<file path="src/design/pdct_pkg.sv">
// Shared types and constants of the pointer drag and click tracker.
package pdct_pkg;

	localparam logic [1:0] ACT_MOVE    = 2'd0;
	localparam logic [1:0] ACT_PRESS   = 2'd1;
	localparam logic [1:0] ACT_RELEASE = 2'd2;

	localparam logic [1:0] KIND_DRAG   = 2'd0;
	localparam logic [1:0] KIND_CLICK  = 2'd1;
	localparam logic [1:0] KIND_DOUBLE = 2'd2;

	localparam logic [15:0] WINDOW_RESET = 16'd500;

	localparam int IN_DATA_W  = 72;
	localparam int OUT_DATA_W = 136;

	typedef enum logic [3:0] {
		ST_IDLE   = 4'b0001,
		ST_SCAN   = 4'b0010,
		ST_EXEC   = 4'b0100,
		ST_DOUBLE = 4'b1000
	} state_t;

	typedef struct packed {
		logic [15:0] start_x;
		logic [15:0] start_y;
		logic [15:0] last_x;
		logic [15:0] last_y;
		logic [31:0] start_time;
		logic [15:0] click_x;
		logic [15:0] click_y;
		logic [31:0] click_time;
	} entry_t;

endpackage

</file>
<file path="src/design/pointer_drag_click_tracker_unit.sv">
// Top level of the pointer drag and click tracker with its per-button state memory.
//
// The per-button drag and click state lives in one synchronous memory, one entry per
// button, with a written bit per entry so that unwritten entries read as zero. Every
// access is a registered read, then a modify and write back, so an item is finished
// before the next one is taken. A press or release reads and writes only its own
// button, and a release that makes a double click emits a second result after the
// click. A move walks the buttons from index zero up to the highest held one and
// updates and reports every held button. An ignored item touches no entry.
// Results wait in an output register and stall the walk only while it is still full.
module pointer_drag_click_tracker_unit #(
	parameter int BUTTON_COUNT = 8
) (
	input  logic                           clk,
	input  logic                           arst_n,
	input  logic                           s_axis_tvalid,
	output logic                           s_axis_tready,
	// x, y, button_index, timestamp, zero fill
	input  logic [pdct_pkg::IN_DATA_W-1:0]  s_axis_tdata,
	// action
	input  logic [1:0]                     s_axis_tuser,
	output logic                           m_axis_tvalid,
	input  logic                           m_axis_tready,
	// button, pos_x, pos_y, step_dx, step_dy, start_x, start_y, time_value, zero fill
	output logic [pdct_pkg::OUT_DATA_W-1:0] m_axis_tdata,
	// kind
	output logic [1:0]                     m_axis_tuser,
	output logic                           m_axis_tlast,
	input  logic                           cfg_wr_en,
	input  logic [15:0]                    cfg_wr_data
);
	import pdct_pkg::*;

	localparam int IDX_W = (BUTTON_COUNT > 1) ? $clog2(BUTTON_COUNT) : 1;

	state_t state_q;
	logic [15:0] window_q;
	logic [15:0] ptr_x_q;
	logic [15:0] ptr_y_q;
	logic [1:0] act_q;
	logic [31:0] ts_q;
	logic [IDX_W-1:0] idx_q;
	logic [31:0] gap_q;
	logic [BUTTON_COUNT-1:0] held_q;
	logic [BUTTON_COUNT-1:0] seen_q;
	logic [BUTTON_COUNT-1:0] written_q;

	entry_t mem [BUTTON_COUNT];
	entry_t rd_q;
	entry_t cur;
	entry_t entry_next;

	logic in_accept;
	logic [15:0] in_x;
	logic [15:0] in_y;
	logic [2:0] in_button;
	logic [31:0] in_ts;
	logic in_button_ok;

	logic rd_en;
	logic [IDX_W-1:0] rd_addr;
	logic wr_en;
	logic out_free;
	logic exec_go;
	logic [BUTTON_COUNT-1:0] held_from;
	logic [BUTTON_COUNT-1:0] held_above;

	logic emit;
	logic [1:0] e_kind;
	logic [16:0] e_dx;
	logic [16:0] e_dy;
	logic [15:0] e_sx;
	logic [15:0] e_sy;
	logic [31:0] e_time;
	logic e_last;
	logic [31:0] gap;
	logic dbl;

	logic m_valid_q;
	logic [OUT_DATA_W-1:0] m_data_q;
	logic [1:0] m_user_q;
	logic m_last_q;

	assign in_x = s_axis_tdata[15:0];
	assign in_y = s_axis_tdata[31:16];
	assign in_button = s_axis_tdata[34:32];
	assign in_ts = s_axis_tdata[66:35];
	assign in_button_ok = 32'(in_button) < 32'(BUTTON_COUNT);

	assign s_axis_tready = (state_q == ST_IDLE);
	assign in_accept = s_axis_tvalid && s_axis_tready;
	assign out_free = !m_valid_q || m_axis_tready;

	always_comb begin
		for (int j = 0; j < BUTTON_COUNT; j++) begin
			held_from[j] = held_q[j] && (j >= int'(idx_q));
			held_above[j] = held_q[j] && (j > int'(idx_q));
		end
	end

	always_comb begin
		rd_en = 1'b0;
		rd_addr = idx_q;
		if (state_q == ST_IDLE) begin
			rd_addr = IDX_W'(in_button);
			rd_en = in_accept && (s_axis_tuser == ACT_PRESS || s_axis_tuser == ACT_RELEASE)
				&& in_button_ok;
		end else if (state_q == ST_SCAN) begin
			rd_en = held_q[idx_q];
		end
	end

	always_comb begin
		cur = written_q[idx_q] ? rd_q : '0;
		entry_next = cur;
		e_kind = KIND_DRAG;
		e_dx = '0;
		e_dy = '0;
		e_sx = cur.start_x;
		e_sy = cur.start_y;
		e_time = ts_q;
		e_last = 1'b1;
		gap = ts_q - cur.click_time;
		dbl = seen_q[idx_q] && (cur.click_x == ptr_x_q) && (cur.click_y == ptr_y_q)
			&& (gap <= {16'd0, window_q});
		case (act_q)
			ACT_MOVE: begin
				e_kind = KIND_DRAG;
				e_dx = {ptr_x_q[15], ptr_x_q} - {cur.last_x[15], cur.last_x};
				e_dy = {ptr_y_q[15], ptr_y_q} - {cur.last_y[15], cur.last_y};
				e_time = ts_q - cur.start_time;
				e_last = !(|held_above);
				entry_next.last_x = ptr_x_q;
				entry_next.last_y = ptr_y_q;
			end
			ACT_PRESS: begin
				entry_next.start_x = ptr_x_q;
				entry_next.start_y = ptr_y_q;
				entry_next.last_x = ptr_x_q;
				entry_next.last_y = ptr_y_q;
				entry_next.start_time = ts_q;
			end
			ACT_RELEASE: begin
				e_kind = KIND_CLICK;
				e_dx = {ptr_x_q[15], ptr_x_q} - {cur.start_x[15], cur.start_x};
				e_dy = {ptr_y_q[15], ptr_y_q} - {cur.start_y[15], cur.start_y};
				e_last = !dbl;
				entry_next.last_x = ptr_x_q;
				entry_next.last_y = ptr_y_q;
				entry_next.click_x = ptr_x_q;
				entry_next.click_y = ptr_y_q;
				entry_next.click_time = ts_q;
			end
			default: begin
				e_kind = KIND_DRAG;
			end
		endcase
		if (state_q == ST_DOUBLE) begin
			e_kind = KIND_DOUBLE;
			e_dx = '0;
			e_dy = '0;
			e_sx = '0;
			e_sy = '0;
			e_time = gap_q;
			e_last = 1'b1;
		end
	end

	assign exec_go = out_free || (act_q == ACT_PRESS);
	assign wr_en = (state_q == ST_EXEC) && exec_go;
	assign emit = ((state_q == ST_EXEC) && out_free && (act_q != ACT_PRESS))
		|| ((state_q == ST_DOUBLE) && out_free);

	always_ff @(posedge clk) begin
		if (wr_en) begin
			mem[idx_q] <= entry_next;
		end
		if (rd_en) begin
			rd_q <= mem[rd_addr];
		end
	end

	always_ff @(posedge clk or negedge arst_n) begin
		if (!arst_n) begin
			state_q <= ST_IDLE;
			window_q <= WINDOW_RESET;
			ptr_x_q <= '0;
			ptr_y_q <= '0;
			act_q <= ACT_MOVE;
			ts_q <= '0;
			idx_q <= '0;
			gap_q <= '0;
			held_q <= '0;
			seen_q <= '0;
			written_q <= '0;
		end else begin
			if (cfg_wr_en) begin
				window_q <= cfg_wr_data;
			end
			case (state_q)
				ST_IDLE: begin
					if (in_accept) begin
						act_q <= s_axis_tuser;
						ts_q <= in_ts;
						if (s_axis_tuser == ACT_MOVE) begin
							ptr_x_q <= in_x;
							ptr_y_q <= in_y;
							idx_q <= '0;
							state_q <= ST_SCAN;
						end else if ((s_axis_tuser == ACT_PRESS || s_axis_tuser == ACT_RELEASE)
							&& in_button_ok) begin
							idx_q <= IDX_W'(in_button);
							state_q <= ST_EXEC;
						end
					end
				end
				ST_SCAN: begin
					if (!(|held_from)) begin
						state_q <= ST_IDLE;
					end else if (held_q[idx_q]) begin
						state_q <= ST_EXEC;
					end else begin
						idx_q <= idx_q + IDX_W'(1);
					end
				end
				ST_EXEC: begin
					if (exec_go) begin
						written_q[idx_q] <= 1'b1;
						case (act_q)
							ACT_MOVE: begin
								if (|held_above) begin
									idx_q <= idx_q + IDX_W'(1);
									state_q <= ST_SCAN;
								end else begin
									state_q <= ST_IDLE;
								end
							end
							ACT_PRESS: begin
								held_q[idx_q] <= 1'b1;
								state_q <= ST_IDLE;
							end
							default: begin
								held_q[idx_q] <= 1'b0;
								seen_q[idx_q] <= 1'b1;
								gap_q <= gap;
								state_q <= dbl ? ST_DOUBLE : ST_IDLE;
							end
						endcase
					end
				end
				ST_DOUBLE: begin
					if (out_free) begin
						state_q <= ST_IDLE;
					end
				end
				default: begin
					state_q <= ST_IDLE;
				end
			endcase
		end
	end

	always_ff @(posedge clk or negedge arst_n) begin
		if (!arst_n) begin
			m_valid_q <= 1'b0;
		end else if (emit) begin
			m_valid_q <= 1'b1;
		end else if (m_axis_tready) begin
			m_valid_q <= 1'b0;
		end
	end

	always_ff @(posedge clk) begin
		if (emit) begin
			m_data_q <= {3'd0, e_time, e_sy, e_sx, e_dy, e_dx, ptr_y_q, ptr_x_q, 3'(idx_q)};
			m_user_q <= e_kind;
			m_last_q <= e_last;
		end
	end

	assign m_axis_tvalid = m_valid_q;
	assign m_axis_tdata = m_data_q;
	assign m_axis_tuser = m_user_q;
	assign m_axis_tlast = m_last_q;

`ifndef SYNTHESIS
	a_held_written: assert property (@(posedge clk) disable iff (!arst_n)
		(held_q & ~written_q) == '0)
		else $error("held button without a written entry");

	a_seen_written: assert property (@(posedge clk) disable iff (!arst_n)
		(seen_q & ~written_q) == '0)
		else $error("stored click without a written entry");

	a_double_zero: assert property (@(posedge clk) disable iff (!arst_n)
		(m_axis_tvalid && m_axis_tuser == KIND_DOUBLE) |->
		(m_axis_tdata[68:35] == '0 && m_axis_tlast))
		else $error("double click with nonzero delta or not last");
`endif

endmodule
</file>
<file path="config.mk">
export PLATFORM = sky130hd
export DESIGN_NAME = pointer_drag_click_tracker_unit
export DESIGN_NICKNAME = d
export VERILOG_FILES = /design/src/design/pdct_pkg.sv /design/src/design/pointer_drag_click_tracker_unit.sv
export SDC_FILE = /design/constraint.sdc
export NUM_CORES = 2
export LEC_CHECK = 0
export ABC_AREA = 1
export BUFFER_PORTS_ARGS = -buffer_cell sky130_fd_sc_hd__buf_2
export CORE_MARGIN = 2
export CORE_UTILIZATION = 40
export CTS_CLUSTER_DIAMETER = 40
export DETAILED_ROUTE_END_ITERATION = 16
export SLEW_MARGIN = 20
export SYNTH_ARGS = -nofsm -noshare
export SYNTH_HDL_FRONTEND = slang
export SYNTH_SLANG_ARGS = --single-unit
export TNS_END_PERCENT = 10
</file>
<file path="constraint.sdc">
create_clock -name clk -period 15.9 [get_ports clk]
set_input_delay 3.18 -clock clk [delete_from_list [all_inputs] [get_ports clk]]
set_output_delay 3.18 -clock clk [all_outputs]
set_load 0.005 [all_outputs]
</file>
### Word level (Yosys, flattened, before mapping)

Memory sizes are Yosys's and may differ from the RTL's. A register that Yosys moved wholly into a read port is not among the register bits.
Index checks and enable logic that the tools add are counted.
W data, S select, Z words.

| storage, ports and cells | value |
|---|---|
| register bits | 282 |
| memory bits (writable) | 1280 |
| bits of input ports | 95 |
| output and inout port bits | 141 |
| logic and storage cells | 161 |
| memories | 1 |

Memories:

| memory | depth | width | read ports | clocked after Yosys merged registers in | wr ports | RTL line | RTL |
|---|---|---|---|---|---|---|---|
| mem | 8 | 160 | 1 | 1 | 1 | pointer_drag_click_tracker_unit.sv:48 | `entry_t mem [BUTTON_COUNT];` |

| cells by class | value |
|---|---|
| add/sub/neg operators | 7 |
| $lt $le $gt $ge | 17 |
| equality and inequality tests | 20 |
| muxes and demuxes | 47 |
| bitwise operators | 7 |
| reduce and logical (&&, ||, !) cells | 46 |

Operators by type and width:

| cell | count |
|---|---|
| $mux W160 | 1 |
| $mux W32 | 5 |
| $pmux W17 S2 | 2 |
| $sub A16 B16 Y17 | 4 |
| $mux W64 | 1 |
| $sub A32 B32 Y32 | 2 |
| $eq A16 B16 Y1 | 2 |
| $le A32 B16 Y1 | 1 |
| $mux W4 | 8 |
| $mux W3 | 9 |
| $logic_and A1 B1 Y1 | 24 |
| $or A8 B8 Y8 | 3 |
| $pmux W4 S4 | 1 |
| $pmux W8 S2 | 1 |
| $gt A3 B3 Y1 const A | 4 |
| $mux W1 | 11 |
| $ne A2 B1 Y1 const B | 5 |
| $bmux W1 S3 | 3 |
| $ge A3 B3 Y1 const A | 3 |
| $pmux W3 S3 | 1 |
| $reduce_and A3 Y1 | 3 |
| $and A8 B8 Y8 | 1 |
| $not A8 Y8 | 1 |
| $pmux W4 S2 | 1 |
| other kinds (32) | 47 |

### Longest topological paths before layout

| depth | value |
|---|---|
| depth in word-level cells | 11 |
| gate-level depth with buffers | 36 |

### Worst setup path after synthesis

No wires, ideal clock.

| path | value |
|---|---|
| path type | register -> register |
| start point | reg idx_q[0] |
| end point | reg, netlist name rd_q[0] |
| data arrival time | 12372 ps |
| data required time | 14999 ps |
| slack | 2628 ps |
| cell stages (with the launch flop) | 10 |
| path buffers | 2 |
| clock period less this slack | 13272 ps |
| cell sequence | dfrtp_1 > buf_6 > buf_2 > nor3_1 > inv_1 > o22ai_1 > a221oi_1 > nand2_1 > inv_1 > o21ai_0 |

| on the way | value |
|---|---|
| word-level cells in the longest chain between the ends | 4 |
| elaborated cells between the ends (all ways) | 5 |
| classes of those cells | mux (5) |

Ends and longest elaborated chain:

| element | RTL line | RTL |
|---|---|---|
| start, declared | pointer_drag_click_tracker_unit.sv:42 | `logic [IDX_W-1:0] idx_q;` |
| start signal, assigned | pointer_drag_click_tracker_unit.sv:212 | `idx_q <= IDX_W'(in_button);` |
| start signal, assigned | pointer_drag_click_tracker_unit.sv:223 | `idx_q <= idx_q + IDX_W'(1);` |
| start signal, assigned | pointer_drag_click_tracker_unit.sv:232 | `idx_q <= idx_q + IDX_W'(1);` |
| $bmux W1 S3 | pointer_drag_click_tracker_unit.sv:109 | `rd_en = held_q[idx_q];` |
| $mux W1 (not written as such) | pointer_drag_click_tracker_unit.sv:109 |  |
| $mux W1 | pointer_drag_click_tracker_unit.sv:108 | `end else if (state_q == ST_SCAN) begin` |
| $mux W1 | pointer_drag_click_tracker_unit.sv:104 | `if (state_q == ST_IDLE) begin` |
| named net rd_en | pointer_drag_click_tracker_unit.sv:60 | `logic rd_en;` |

The timed path passes the listed nets, and every way through them passes these cells. The select of a mux whose other input is x is not followed.
A chain may end at the register's enable or synchronous reset.

### Worst setup path in the final report

| path | value |
|---|---|
| start point | reg idx_q[0] |
| end point | reg m_last_q (netlist: m_axis_tlast) (data pin) |

| on the way | value |
|---|---|
| elaborated cells between the ends (all ways) | 30 |
| classes of those cells | add/sub (1); order compare (8); eq/ne (2); mux (6); reduce/logical (13) |

RTL lines:

| element | RTL line | RTL |
|---|---|---|
| $bmux W1 S3 | pointer_drag_click_tracker_unit.sv:114 | `cur = written_q[idx_q] ? rd_q : '0;` |
| $mux W1 (not written as such) | pointer_drag_click_tracker_unit.sv:114 |  |
| $mux W160 | pointer_drag_click_tracker_unit.sv:114 |  |
| $sub A32 B32 Y32 | pointer_drag_click_tracker_unit.sv:123 | `gap = ts_q - cur.click_time;` |
| named net gap[14] | pointer_drag_click_tracker_unit.sv:76 | `logic [31:0] gap;` |
| $le A32 B16 Y1 | pointer_drag_click_tracker_unit.sv:125 | `&& (gap <= {16'd0, window_q});` |
| $logic_and A1 B1 Y1 | pointer_drag_click_tracker_unit.sv:125 |  |
| $logic_not A1 Y1 | pointer_drag_click_tracker_unit.sv:147 | `e_last = !dbl;` |
| $pmux W1 S2 | pointer_drag_click_tracker_unit.sv:126 | `case (act_q)` |
| end signal, assigned | pointer_drag_click_tracker_unit.sv:277 | `m_last_q <= e_last;` |
| end, declared | pointer_drag_click_tracker_unit.sv:82 | `logic m_last_q;` |

The timed path passes the listed nets, and every way through them passes these cells. The select of a mux whose other input is x is not followed.

==> flow_summary.yaml <==
status:
  status: "complete, no violations"
setup_path:
  crit_slowest_cell: "dfrtp_1"
  critPathMaxFanout: 66
  criticalPathCategory: "flop to flop"
  endpoint_kind: "flop"
  r2r_start: "idx_q[0]"
  critPathMostFrequentCell: "nand2_1"
  critPathLaunchType: "flop"
  cp.arrival_ns: 6.98
  critPathLaunch: "idx_q[0]"
  slowest_delay_ns: 0.86
  worst_ep_required_time_ns: 16.45
sta:
  rsz0062_at_grt: "no"
  period_needed_ns: 6.43
  drv_slew: 0
  maxSlewHeadroom: 0.245
  worstMarginPinSlew_ns: 1.13
  hold_viol: 0
  finalSetupViolCount: 0
  fin_tns_setup_ns: 0
  clock_skew_ns: 0.0545
  max_freq_mhz: 155
  period_share: 0.405
detailed_routing:
  viasPerCell: 5.45
  num_vias: 49900
  route.detailed.drc: 0
  ant_nets: 0
  initialDrtViolationCount: 4353
  wl_per_cell_um: 22.0
  finalWirelength_mm: 202
  first_pass_iters: 5
global_routing:
  gr-usage-all-layers: 0.212
  grt_max_degree: 192
  antenna_found_initial: 6
  globalRouteOverflowTotal: 0
  grt_pass1_wl_mm: 303
  grt_pass1_vias: 48400
synthesis:
  ys_async_sr_fraction: 0.0848
  ys_warn_count: 0
  yosysSeqAreaShare: 0.691
  synth_area_um2: 73800
  syn_area_per_cell_um2: 11.7
  ys_ff_latch: 1722
  syn_inst: 6300
  synthFlopType: "edfxtp_1"
  ys_types: 51
  synth_edf_count: 1576
placed_design:
  gp_congestion: 0.917
  place.detailed.hpwl_mm: 112
  portBuffers: 227
die:
  die_w_um: 434
  core_area_um2: 183000
  start_util: 0.403
  die-area_um2: 188000
  rows: 157
  die_y_um: 434
  ioPinCount: 236
clock_network:
  cts_buffers: 239
  clockBufferDepth: 3
  cts_tree: "built"
  cts_sinks: 1722
  clock_insertion_delay_worst_skew_ns: 0.87
  cts_setup_buffers: 0
  htree_levels: 4
  cts-resized-gates: 0
  cts.clk_slew.worst_paths_ns: 0.06
  holdBufCountCts: 0
  cts_root_buffer: "clkbuf_16"
hold_path:
  min_from: "seen_q[0]"
  min_path_type: "flop to flop"
final_layout:
  nNetsFinal: 6696
  area_growth_syn_to_layout_pct: 16.1
  drive_gt1_frac: 0.116
run:
  maxCapViolations: 0
## cell families (layout without fill, tap and decap cells)
logic type | count (synthesis) | in the layout | synth area share
AO/OA/AOI/OAI | 1899 | 1899 | 0.148
XOR/XNOR | 35 | 35 | 0.00415
adder cells (fa/ha/maj) | 120 | 120 | 0.0208
buffers and inverters | 665 | 1059 | 0.0374
flip-flops | 1722 | 1722 | 0.691
multiplexers | 2 | 2 | 0.000305
other | 1 | 4 | 0.0000508
AND/OR/NAND/NOR | 1856 | 1856 | 0.0984
## metal layers
layer  global-route usage  routed length, um  vias up  share of wire
met4               0.0663               5390        4          0.027
met2                0.355              98100     1653           0.49
met3               0.0313              12500      319          0.062
met5                    0                 68        -        0.00034
met1                0.286              85900    24800           0.43
li1                     -                  -    23100              -
## synthesized netlist by cell type (2+ instances only)
| cell | count | area [um^2] |
|---|---|---|
| o31ai_1 | 4 | 30.0 |
| buf_1 | 4 | 15.0 |
| nor2_1 | 730 | 2740 |
| o221ai_1 | 4 | 35.0 |
| a221oi_1 | 5 | 43.8 |
| a22oi_1 | 6 | 45.0 |
| dfstp_2 | 7 | 184 |
| nor2_2 | 2 | 12.5 |
| mux2_2 | 2 | 22.5 |
| o21bai_1 | 328 | 2460 |
| nand4_1 | 13 | 81.3 |
| a21o_1 | 7 | 52.6 |
| o21ai_0 | 923 | 4620 |
| a21boi_0 | 4 | 30.0 |
| or2_2 | 21 | 131 |
| xor2_1 | 26 | 228 |
| buf_6 | 4 | 45.0 |
| clkinv_1 | 4 | 15.0 |
| nand3b_1 | 9 | 67.6 |
| a21oi_1 | 233 | 1170 |
| buf_4 | 10 | 75.1 |
| o21ai_2 | 2 | 17.5 |
| nand2_1 | 960 | 3600 |
| nand3_1 | 92 | 460 |
| clkbuf_1 | 191 | 717 |
| o21ai_1 | 2 | 10.0 |
| fa_1 | 4 | 80.1 |
| clkbuf_2 | 9 | 45.0 |
| buf_2 | 141 | 706 |
| inv_1 | 294 | 1100 |
| dfrtp_1 | 139 | 3480 |
| edfxtp_1 | 1576 | 47300 |
| xnor2_1 | 9 | 78.8 |
| o211ai_1 | 10 | 75.1 |
| and2_1 | 3 | 18.8 |
| a31oi_1 | 193 | 1210 |
| nor3_1 | 23 | 115 |
| o22ai_1 | 168 | 1050 |
| o21a_1 | 5 | 37.5 |
| inv_2 | 7 | 26.3 |
| ha_1 | 116 | 1450 |
## final cells by class
type,instances,area [um^2]
clock inverters,175,2170
inverters,306,1190
well taps,2464,3080
repair buffers,297,1810
fillers,16400,97600
clock buffers,281,6260
multi-input cells,3915,20200
diodes,1,2.50
flip-flops and latches,1722,51000
## path summary, 6_finish.rpt
kind                           endpoint  slack [ns]  cells past startpoint
max                        m_axis_tlast        9.47                     32
min                           seen_q[0]        0.46                      2
max reg2reg                m_axis_tlast        9.47                     32
min reg2reg                   seen_q[0]        0.46                      2
max in group asynchronous      act_q[1]       11.47                      3
min in group asynchronous       ts_q[6]        2.31                      1
## layout by cell type, fill, tap and decap left out, types with 22 or more instances in the layout
cell	netlist	layout
a21oi_1	233	233
a31oi_1	193	193
buf_2	141	226
buf_4	10	59
bufinv_16	0	28
clkbuf_1	191	32
clkbuf_16	0	241
clkinv_2	0	23
clkinv_4	0	27
clkinvlp_4	0	28
dfrtp_1	139	139
edfxtp_1	1576	1576
ha_1	116	116
inv_1	294	290
inv_6	1	36
nand2_1	960	958
nand3_1	92	92
nor2_1	730	719
nor3_1	23	22
o21ai_0	923	922
o21bai_1	328	328
o22ai_1	168	168
xor2_1	26	26
## sequential cells by signal, indices dropped and copies added, names as in the netlist, 16 cells and up, named ones only
register	count
gap_q	32
m_axis_tdata	133
mem	1280
ptr_x_q	16
ptr_y_q	16
rd_q	160
ts_q	32
window_q	16
## worst max-delay path, delay by kind of cell (launching register included)
kind            cells  cell delay [ns]
compound gates      2             0.33
flops               1             0.86
simple gates       23             2.98
buf+inv             3             0.45
fa+ha+maj           3             1.01
xor+xnor            1             0.42
## metrics by stage
stage | setup slack, ns | hold WS (ns) | util | area (um^2) | instances
after floorplan | 2.63 | 0.424 | - | 73800 | 6302
after global placement | 8.59 | 0.436 | 0.421 | 77300 | 8703
after detailed placement | 8.68 | 0.445 | 0.422 | 77300 | 8704
after CTS | 9.44 | 0.458 | 0.468 | 85700 | 9160
after global routing | 9.04 | 0.471 | 0.468 | 85700 | 9161
final | 9.47 | 0.458 | 0.468 | 85700 | 9161
Power is not shown: default switching activity piles up to over one toggle a cycle in this logic, so the estimate is an artifact.
